--- src/hdl/ets_pkg.sv ---
// Package for the exhaustive tour search block: request payload types and widths.
// No dependencies.
package ets_pkg;

    localparam int unsigned COORD_W = 16;
    localparam int unsigned LEN_W   = 20;
    localparam int unsigned IDX_W   = 3;
    localparam logic [LEN_W-1:0] LEN_MAX = 20'hFFFFF;
    localparam logic [LEN_W-1:0] LIMIT_RESET = 20'd256000;

    typedef struct packed {
        logic signed [COORD_W-1:0] point_x;
        logic signed [COORD_W-1:0] point_y;
        logic                      last_point;
    } in_req_t;

    typedef struct packed {
        logic [IDX_W-1:0] tour_index;
        logic [LEN_W-1:0] tour_length;
        logic             found;
        logic             last_result;
    } out_req_t;

endpackage

--- src/hdl/ets_isqrt.sv ---
// Iterative integer square root, two radicand bits per cycle.
// Depends on nothing outside this file.
module ets_isqrt (
    input  logic        aclk,
    input  logic        aresetn,
    input  logic        start,
    input  logic [33:0] radicand,
    output logic        done,
    output logic [16:0] root
);
    localparam int unsigned STEPS = 17;

    logic [33:0] rem_reg, rem_next;
    logic [16:0] res_reg, res_next;
    logic [33:0] val_reg, val_next;
    logic [4:0]  cnt_reg, cnt_next;
    logic        busy_reg, busy_next;
    logic        done_reg, done_next;
    logic [35:0] trial;
    logic [35:0] shifted;

    always_comb begin
        rem_next  = rem_reg;
        res_next  = res_reg;
        val_next  = val_reg;
        cnt_next  = cnt_reg;
        busy_next = busy_reg;
        done_next = 1'b0;
        shifted   = {rem_reg, val_reg[33:32]};
        trial     = {17'd0, res_reg, 2'b01};
        if (start) begin
            rem_next  = '0;
            res_next  = '0;
            val_next  = radicand;
            cnt_next  = 5'(STEPS);
            busy_next = 1'b1;
        end else if (busy_reg) begin
            val_next = {val_reg[31:0], 2'b00};
            if (shifted >= trial) begin
                rem_next = 34'(shifted - trial);
                res_next = {res_reg[15:0], 1'b1};
            end else begin
                rem_next = shifted[33:0];
                res_next = {res_reg[15:0], 1'b0};
            end
            cnt_next = cnt_reg - 5'd1;
            if (cnt_reg == 5'd1) begin
                busy_next = 1'b0;
                done_next = 1'b1;
            end
        end
    end

    always_ff @(posedge aclk) begin
        rem_reg <= rem_next;
        res_reg <= res_next;
        val_reg <= val_next;
        cnt_reg <= cnt_next;
        if (!aresetn) begin
            busy_reg <= 1'b0;
            done_reg <= 1'b0;
        end else begin
            busy_reg <= busy_next;
            done_reg <= done_next;
        end
    end

    assign done = done_reg;
    assign root = res_reg;
endmodule

--- src/hdl/exhaustive_tour_search.sv ---
// Exhaustive tour search. Points load one per cycle; the request flagged last
// starts a search over all n! orderings of the stored points. Each tour edge
// takes a difference step, two passes through the shared squarer, a root start
// and a wait on the 17-step square root unit; s_ready is low throughout the
// search. Results then drain at one per cycle while m_ready is high, n+1
// requests (or one when no tour beats the configured limit).
module exhaustive_tour_search #(
    parameter int unsigned MAX_POINTS = 8
) (
    input  logic                   aclk,
    input  logic                   aresetn,
    input  logic                   s_valid,
    output logic                   s_ready,
    input  ets_pkg::in_req_t       s_data,
    output logic                   m_valid,
    input  logic                   m_ready,
    output ets_pkg::out_req_t      m_data,
    input  logic                   cfg_we,
    input  logic [ets_pkg::LEN_W-1:0] cfg_data
);
    localparam int unsigned PW = $clog2(MAX_POINTS);
    localparam int unsigned CW = $clog2(MAX_POINTS + 1);

    localparam logic [3:0] ST_LOAD  = 4'd0;
    localparam logic [3:0] ST_EDGE  = 4'd1;
    localparam logic [3:0] ST_SQ    = 4'd2;
    localparam logic [3:0] ST_ROOT  = 4'd3;
    localparam logic [3:0] ST_WAIT  = 4'd4;
    localparam logic [3:0] ST_CMP   = 4'd5;
    localparam logic [3:0] ST_FINDI = 4'd6;
    localparam logic [3:0] ST_FINDJ = 4'd7;
    localparam logic [3:0] ST_REV   = 4'd8;
    localparam logic [3:0] ST_OUT   = 4'd9;
    localparam logic [3:0] ST_SQY   = 4'd10;

    logic [3:0] state_reg, state_next;

    logic signed [15:0] xs_reg [MAX_POINTS];
    logic signed [15:0] ys_reg [MAX_POINTS];
    logic [PW-1:0] cur_reg  [MAX_POINTS];
    logic [PW-1:0] cur_next [MAX_POINTS];
    logic [PW-1:0] best_reg [MAX_POINTS];
    logic [CW-1:0] cnt_reg, cnt_next;
    logic [ets_pkg::LEN_W-1:0] limit_reg, best_len_reg, best_len_next;
    logic [ets_pkg::LEN_W-1:0] run_reg, run_next;
    logic found_reg, found_next;
    logic [PW-1:0] ei_reg, ei_next;
    logic [PW-1:0] i_reg, i_next, j_reg, j_next;
    logic [CW-1:0] oi_reg, oi_next;
    logic signed [16:0] dx_reg, dx_next, dy_reg, dy_next;
    logic [33:0] sq_reg, sq_next;
    logic signed [16:0] sq_op;
    logic signed [33:0] sq_full;
    logic [33:0] prod;
    logic        best_wr;
    logic        sq_start, sq_done;
    logic [16:0] sq_root;
    logic [20:0] sum;
    logic [PW-1:0] a_idx, b_idx, last_idx;

    ets_isqrt u_isqrt (
        .aclk(aclk), .aresetn(aresetn), .start(sq_start), .radicand(sq_reg),
        .done(sq_done), .root(sq_root)
    );

    assign last_idx = PW'(cnt_reg - CW'(1));
    assign a_idx = cur_reg[ei_reg];
    assign b_idx = (ei_reg == last_idx) ? cur_reg[0] : cur_reg[PW'(ei_reg + PW'(1))];
    // one shared 17x17 squarer, used for dx then dy
    assign sq_op   = (state_reg == ST_SQ) ? dx_reg : dy_reg;
    assign sq_full = sq_op * sq_op;
    assign prod    = $unsigned(sq_full);
    assign sum = {1'b0, run_reg} + {4'd0, sq_root};

    always_comb begin
        state_next    = state_reg;
        cur_next      = cur_reg;
        cnt_next      = cnt_reg;
        best_len_next = best_len_reg;
        run_next      = run_reg;
        found_next    = found_reg;
        ei_next       = ei_reg;
        i_next        = i_reg;
        j_next        = j_reg;
        oi_next       = oi_reg;
        dx_next       = dx_reg;
        dy_next       = dy_reg;
        sq_next       = sq_reg;
        sq_start      = 1'b0;
        best_wr       = 1'b0;
        unique case (state_reg)
            ST_LOAD: begin
                if (s_valid) begin
                    if (cnt_reg < CW'(MAX_POINTS)) cnt_next = cnt_reg + CW'(1);
                    if (s_data.last_point) begin
                        state_next    = ST_EDGE;
                        best_len_next = limit_reg;
                        found_next    = 1'b0;
                        run_next      = '0;
                        ei_next       = '0;
                        for (int k = 0; k < MAX_POINTS; k++) cur_next[k] = PW'(k);
                    end
                end
            end
            ST_EDGE: begin
                dx_next = 17'(xs_reg[b_idx]) - 17'(xs_reg[a_idx]);
                dy_next = 17'(ys_reg[b_idx]) - 17'(ys_reg[a_idx]);
                state_next = ST_SQ;
            end
            ST_SQ: begin
                sq_next = prod;
                state_next = ST_SQY;
            end
            ST_SQY: begin
                sq_next = sq_reg + prod;
                state_next = ST_ROOT;
            end
            ST_ROOT: begin
                sq_start = 1'b1;
                state_next = ST_WAIT;
            end
            ST_WAIT: begin
                if (sq_done) begin
                    run_next = sum > 21'(ets_pkg::LEN_MAX) ? ets_pkg::LEN_MAX : sum[19:0];
                    if (ei_reg == last_idx) state_next = ST_CMP;
                    else begin
                        ei_next = ei_reg + PW'(1);
                        state_next = ST_EDGE;
                    end
                end
            end
            ST_CMP: begin
                if (run_reg < best_len_reg) begin
                    best_len_next = run_reg;
                    best_wr = 1'b1;
                    found_next = 1'b1;
                end
                i_next = last_idx;
                state_next = (cnt_reg < CW'(2)) ? ST_OUT : ST_FINDI;
                oi_next = '0;
            end
            ST_FINDI: begin
                if (i_reg == '0) begin
                    state_next = ST_OUT;
                end else if (cur_reg[PW'(i_reg - PW'(1))] < cur_reg[i_reg]) begin
                    j_next = last_idx;
                    state_next = ST_FINDJ;
                end else begin
                    i_next = i_reg - PW'(1);
                end
            end
            ST_FINDJ: begin
                if (cur_reg[j_reg] > cur_reg[PW'(i_reg - PW'(1))]) begin
                    cur_next[j_reg] = cur_reg[PW'(i_reg - PW'(1))];
                    cur_next[PW'(i_reg - PW'(1))] = cur_reg[j_reg];
                    j_next = last_idx;
                    state_next = ST_REV;
                end else begin
                    j_next = j_reg - PW'(1);
                end
            end
            ST_REV: begin
                if (i_reg < j_reg) begin
                    cur_next[i_reg] = cur_reg[j_reg];
                    cur_next[j_reg] = cur_reg[i_reg];
                    i_next = i_reg + PW'(1);
                    j_next = j_reg - PW'(1);
                end else begin
                    run_next = '0;
                    ei_next = '0;
                    state_next = ST_EDGE;
                end
            end
            ST_OUT: begin
                if (m_ready) begin
                    if (!found_reg || oi_reg == cnt_reg) begin
                        state_next = ST_LOAD;
                        cnt_next = '0;
                        run_next = '0;
                        best_len_next = limit_reg;
                        for (int k = 0; k < MAX_POINTS; k++) cur_next[k] = PW'(k);
                    end else begin
                        oi_next = oi_reg + CW'(1);
                    end
                end
            end
            default: state_next = ST_LOAD;
        endcase
        if (cfg_we) best_len_next = cfg_data;
    end

    always_ff @(posedge aclk) begin
        if (state_reg == ST_LOAD && s_valid && cnt_reg < CW'(MAX_POINTS)) begin
            xs_reg[PW'(cnt_reg)] <= s_data.point_x;
            ys_reg[PW'(cnt_reg)] <= s_data.point_y;
        end
        if (best_wr) best_reg <= cur_reg;
        ei_reg <= ei_next;
        i_reg  <= i_next;
        j_reg  <= j_next;
        dx_reg <= dx_next;
        dy_reg <= dy_next;
        sq_reg <= sq_next;
        if (!aresetn) begin
            state_reg    <= ST_LOAD;
            cnt_reg      <= '0;
            limit_reg    <= ets_pkg::LIMIT_RESET;
            best_len_reg <= ets_pkg::LIMIT_RESET;
            run_reg      <= '0;
            found_reg    <= 1'b0;
            oi_reg       <= '0;
            for (int k = 0; k < MAX_POINTS; k++) cur_reg[k] <= PW'(k);
        end else begin
            state_reg    <= state_next;
            cnt_reg      <= cnt_next;
            if (cfg_we) limit_reg <= cfg_data;
            best_len_reg <= best_len_next;
            run_reg      <= run_next;
            found_reg    <= found_next;
            oi_reg       <= oi_next;
            cur_reg      <= cur_next;
        end
    end

    logic [PW-1:0] out_pos;
    logic [PW-1:0] out_sel;
    assign out_pos = (oi_reg == cnt_reg) ? '0 : PW'(oi_reg);
    assign out_sel = best_reg[out_pos];

    assign s_ready = (state_reg == ST_LOAD);
    assign m_valid = (state_reg == ST_OUT);
    always_comb begin
        m_data.tour_index  = found_reg ? 3'(out_sel) : '0;
        m_data.tour_length = found_reg ? best_len_reg : '0;
        m_data.found       = found_reg;
        m_data.last_result = !found_reg || (oi_reg == cnt_reg);
    end
endmodule

--- config.mk ---
export PLATFORM = sky130hd
export DESIGN_NAME = exhaustive_tour_search
export DESIGN_NICKNAME = d
export VERILOG_FILES = /design/src/hdl/ets_pkg.sv /design/src/hdl/ets_isqrt.sv /design/src/hdl/exhaustive_tour_search.sv
export SDC_FILE = /design/constraint.sdc
export NUM_CORES = 2
export LEC_CHECK = 0
export BUFFER_PORTS_ARGS = -buffer_cell sky130_fd_sc_hd__buf_2
export CORE_MARGIN = 3
export CORE_UTILIZATION = 48
export CTS_CLUSTER_SIZE = 28
export DETAILED_ROUTE_END_ITERATION = 8
export PLACE_DENSITY = 0.64
export SYNTH_ARGS = -nofsm -noshare
export SYNTH_HDL_FRONTEND = slang
export SYNTH_SLANG_ARGS = --single-unit
--- constraint.sdc ---
create_clock -name aclk -period 13 [get_ports aclk]
set_input_delay 0.65 -clock aclk [delete_from_list [all_inputs] [get_ports aclk]]
set_output_delay 0.65 -clock aclk [all_outputs]
set_load 0.01 [all_outputs]
## Word-level counts from Yosys, hierarchy flattened

Memories as Yosys holds them, arrays and structs flattened.
Index checks and enable logic that the tools add are counted.

| operators by class | value |
|---|---|
| add/sub/neg operators | 13 |
| multipliers | 1 |
| $lt $le $gt $ge | 17 |
| equality and inequality tests | 34 |
| muxes and demuxes | 106 |
| bitwise gates (word level) | 8 |
| reduce and logical (&&, ||, !) cells | 31 |

Operators by type and width:

| kind | number |
|---|---|
| $mux 20 | 14 |
| $mux 24 | 6 |
| $mux 34 | 3 |
| $bwmux 24 | 4 |
| $pmux 24 s4 | 1 |
| $mux 3 | 31 |
| $pmux 20 s4 | 1 |
| $pmux 34 s2 | 1 |
| $pmux 20 s3 | 1 |
| $mux 4 | 14 |
| $bmux 3 s3 | 6 |
| $pmux 4 s11 | 1 |
| $ge 36x19->1 | 1 |
| $add 34x34->34 | 1 |
| $mul 17x17->34 | 1 |
| $sub 16x16->17 | 2 |
| $sub 34x19->34 | 1 |
| $demux 3 s3 | 3 |
| $pmux 3 s3 | 3 |
| $ge 4x4->1 const B | 6 |
| $not 3->4 | 6 |
| $add 20x17->21 | 1 |
| $gt 21x20->1 const B | 1 |
| $lt 20x20->1 | 1 |
| other kinds (41) | 100 |

| word-level totals | value |
|---|---|
| register bits after elaboration | 290 |
| RAM bits | 256 |
| input port bits | 58 |
| output and inout bits | 27 |
| memories kept | 2 |

Memories:

| memory | depth | bits a word | read ports | clocked after Yosys merged registers in | wr ports | line | source |
|---|---|---|---|---|---|---|---|
| xs_reg | 8 | 16 | 2 | 0 | 1 | exhaustive_tour_search.sv:38 | `logic signed [15:0] xs_reg [MAX_POINTS];` |
| ys_reg | 8 | 16 | 2 | 0 | 1 | exhaustive_tour_search.sv:39 | `logic signed [15:0] ys_reg [MAX_POINTS];` |

## Logic depth before layout (Yosys ltp)

| depth | value |
|---|---|
| word-level depth | 9 |
| mapped depth | 40 |
| gate-level depth less buffers | 36 |

## Cells and area by module

From an unflattened synthesis, not the netlist that was laid out.

| second synthesis, totals | value |
|---|---|
| cells, all modules | 4,126 |
| area total of the unflattened synthesis | 41,339.6 sq um |

By module, submodules not included:

| module | instances | cells an instance | area an instance (sq um) | seq. area each (sq um) |
|---|---|---|---|---|
| exhaustive_tour_search | 1 | 3,602 | 36,194.7 | 12,662.1 |
| ets_isqrt | 1 | 524 | 5,144.9 | 2,182.1 |

## Worst setup path before layout

No wires, ideal clock.

| timing path | value |
|---|---|
| kind | flip-flop to flip-flop |
| from | reg state_reg[0] |
| to | reg sq_reg[33] (data pin) |
| library setup time | 0.260 ns |
| arrival time | 8.971 ns |
| slack | 3.769 ns |
| cell stages (with the launch flop) | 35 |
| buffers on the path | 3 |
| clock period less this slack | 9.231 ns |
| cell sequence | dfxtp_1 > clkbuf_1 > nand2b_1 > nor3_1 > buf_1 > buf_2 > mux2i_1 > clkinv_1 > nand2_1 > fa_1 > fa_1 > fa_1 > inv_1 > fa_1 > fa_1 > inv_1 > fa_1 > inv_1 > ha_1 > and4_1 > and3_1 > a21o_1 > a21oi_1 > xnor2_1 > ha_1 > a211o_1 > a21oi_1 > o21ai_0 > o31ai_1 > a31oi_1 > a31oi_1 > o211ai_2 > a31oi_1 > mux2i_1 > xnor2_1 |

| between the ends | value |
|---|---|
| word-level cells in the longest chain between the ends | 5 |

Ends and longest elaborated chain:

| item | line | source |
|---|---|---|
| start, declared | exhaustive_tour_search.sv:36 | `logic [3:0] state_reg, state_next;` |
| start signal, assigned | exhaustive_tour_search.sv:214 | `state_reg <= state_next;` |
| $eq 4x2->1 | exhaustive_tour_search.sv:70, exhaustive_tour_search.sv:91 |  |
| $mux 17 | exhaustive_tour_search.sv:70 | `assign sq_op = (state_reg == ST_SQ) ? dx_reg : dy_reg;` |
| $mul 17x17->34 | exhaustive_tour_search.sv:71 | `assign sq_full = sq_op * sq_op;` |
| $add 34x34->34 | exhaustive_tour_search.sv:115 | `sq_next = sq_reg + prod;` |
| $pmux 34 s2 * | exhaustive_tour_search.sv:91 | `unique case (state_reg)` |
| via sq_next[33] | exhaustive_tour_search.sv:51 | `logic [33:0] sq_reg, sq_next;` |
| end signal, assigned | exhaustive_tour_search.sv:203 | `sq_reg <= sq_next;` |
| end, declared | exhaustive_tour_search.sv:51 |  |

Mark *: on every way through the listed nets, which the timed path passes. The rest lies on a longest branch.
A chain may end at the register's enable or synchronous reset.

## Worst setup path after layout

| timing path | value |
|---|---|
| from | reg state_reg[1] |
| to | reg sq_reg[33] (data pin) |

Same word-level chain as after synthesis.

==> flow_summary.ini <==
[job]
cap_violations = 0

[critical_path]
reg2reg_from = state_reg[1]
cp_slowest_cell = dfxtp_1
r2r_cells = 35
cpPeakStageDelay_ps = 650
reg2reg_to = sq_reg[33]
end_kind = flip-flop
critical_path_arrival_ps = 10820
critPathMaxFanout = 18
critPathRequiredTime_ps = 13400
reg2reg_slack_ps = 2570
crit_path_start_kind = flip-flop
path_class = flip-flop to flip-flop

[logic_synthesis]
async_reset_ff_share_pct = 0
syn-num-nets = 4666
ys_ff_latch = 546
syn_area_um2 = 40900
synth_xor_area_share_pct = 3.14
yosysSeqAreaShare_pct = 36.3
synth-edff-count = 391
synth-simple-area-share_pct = 14.4
synth_ff_type = edfxtp_1
synth-compound-area-share_pct = 12.2
synth_area_per_cell_um2 = 9.95
yosys.cell_types.count = 87
synth_top_family_by_area = adder cells
yosys_warnings = 0
netlist_instances = 4112
synthMuxAreaShare_pct = 7.74
synthAdderAreaFrac_pct = 20.2

[layout]
drive_above_1_share_pct = 9.74
mostFrequentLayoutCells = nand2_1 (609), inv_1 (451), edfxtp_1 (391)
final_util_pct = 53.2
n_fill_cell = 7585
layout-area-overhead-vs-synth_pct = 9.25
fin_cells = 5303
layout_commonest_cell = nand2_1
nNetsFinal = 4669

[cts]
clk-insertion-delay-late_ps = 680
cts_sinks = 546
root_buffer = clkbuf_16
hold_buffers = 0
cts_buffer_depth = 3
cts_setup_buffers = 0
path_clk_slew_ps = 60
cts_max_level = 2
cts_buffers = 61
post_cts_resized = 0
cts_tree = built

[routing]
wire_per_inst_um = 19.0
viasPerCell = 5.70
dr_total_vias = 30214
drc = 0
drt_wl_total_mm = 101
drt_iter0_drc = 2377
ant_nets = 0
first_pass_iters = 6

[floorplan]
core_um2 = 84100
die_w_um = 298
rows = 106
io_pins = 85
start_util_pct = 48.7
die-area_um2 = 88800
dieHeight_um = 298

[grt]
grt_start_max_net_pins = 72
grt_busiest_layer = met2
grtUsageMet1_pct = 31.1
overflow = 0
grt_pass1_vias = 30003
grtUsageMet2_pct = 37.6
grt_pass1_wl_mm = 162
grt_util_all_layers_pct = 22.4
use_met3_pct = 3.03
antenna_found_initial = 4

[timing]
clock-skew-final_ps = 98.4
setup_viol = 0
hold_viol = 0
max_freq_mhz = 95.9
slew_headroom_pct = 19.9
drv_slew = 0
timing.final.crit_share_pct = 80.2
worstMarginPinSlew_ps = 1200
fin_setup_tns_ps = 0
grt_setup_unrepaired = false
min_period_ps = 10430

[min_path]
worstHoldStart = s_data[11]
holdPathStages = 1
hp-class = input port to flip-flop
hold_end = ys_reg[5][10]

[run_status]
status = finished clean

[placed_design]
gp_congestion = 0.903
dp_hpwl_mm = 69.8
io_buffers = 84
placed_cells = 5186
==> Yosys cell counts (21+ instances only) <==
master | count | area share [%]
a211oi_1 | 58 | 1.1
a21o_1 | 59 | 1.1
a21oi_1 | 146 | 1.8
a311oi_1 | 29 | 0.62
a31oi_1 | 42 | 0.64
and2_1 | 32 | 0.49
and3_1 | 56 | 0.86
buf_2 | 26 | 0.32
clkbuf_1 | 153 | 1.4
dfxtp_1 | 155 | 7.6
edfxtp_1 | 391 | 29
fa_1 | 272 | 13
ha_1 | 224 | 6.8
inv_1 | 451 | 4.1
mux2_2 | 46 | 1.3
mux2i_1 | 89 | 2.2
mux4_2 | 78 | 4.3
nand2_1 | 610 | 5.6
nand2b_1 | 26 | 0.40
nand3_1 | 128 | 1.6
nor2_1 | 281 | 2.6
nor2b_1 | 37 | 0.57
nor3_1 | 64 | 0.78
o211ai_1 | 23 | 0.42
o21a_1 | 21 | 0.39
o21ai_0 | 166 | 2.0
xnor2_1 | 109 | 2.3
xor2_1 | 36 | 0.77
==> how the worst max path moves through the flow <==
stage	startpoint	to	slack (ps)	cells past startpoint
4_1_cts	state_reg[1]	sq_reg[33]	2590	35
2_1_floorplan	state_reg[0]	sq_reg[33]	3770	34
6_report	state_reg[1]	sq_reg[33]	2570	35
3_3_place_gp	state_reg[1]	sq_reg[33]	2900	35
5_1_grt	state_reg[1]	sq_reg[33]	1720	35
3_5_place_dp	state_reg[1]	sq_reg[33]	2680	35
==> cell type report <==
class | count | area [µm²] | share of cell area (%)
Sequential cell | 546 | 14800 | 33.2
Clock buffer | 80 | 1660 | 3.71
Inverter | 457 | 1720 | 3.84
Multi-Input combinational cell | 2912 | 23800 | 53.1
Clock inverter | 36 | 489 | 1.09
Antenna cell | 1 | 2.50 | 0.00560
Tap cell | 1134 | 1420 | 3.17
Timing Repair Buffer | 137 | 818 | 1.83
==> per-layer routing <==
layer / vias up / share of wire, %
li1: 14388 / -
met1: 14814 / 45
met4: 6 / 2.2
met2: 843 / 48
met5: - / 0.034
met3: 163 / 5.6
==> critical path, delay by kind of cell, from the launching register on <==
family | cells | cell delay (ps)
fa+ha+maj | 8 | 3640
compound gates | 13 | 3080
buf+inv | 7 | 1020
mux | 2 | 870
flops | 1 | 650
simple gates | 3 | 650
xor+xnor | 2 | 220
==> per-stage QoR <==
stage,hold WS [ps],setup WS (ps),instance area (µm²)
6_report,232,2570,44700
3_3_place_gp,446,2900,42600
4_1_cts,201,2590,44700
3_5_place_dp,448,2680,42600
5_1_grt,229,1720,44700
2_1_floorplan,406,3770,40900
==> logic make-up (layout without fill, tap and decap cells) <==
family / Yosys count / count (layout)
mux: 213 / 213
fa+ha+maj: 496 / 496
xor+xnor: 146 / 146
simple gates: 1319 / 1319
other cells: 0 / 1
compound gates: 738 / 738
buf+inv: 654 / 710
flops: 546 / 546
Power is not shown: default switching activity piles up to over one toggle a cycle in this logic, so the estimate is an artifact.
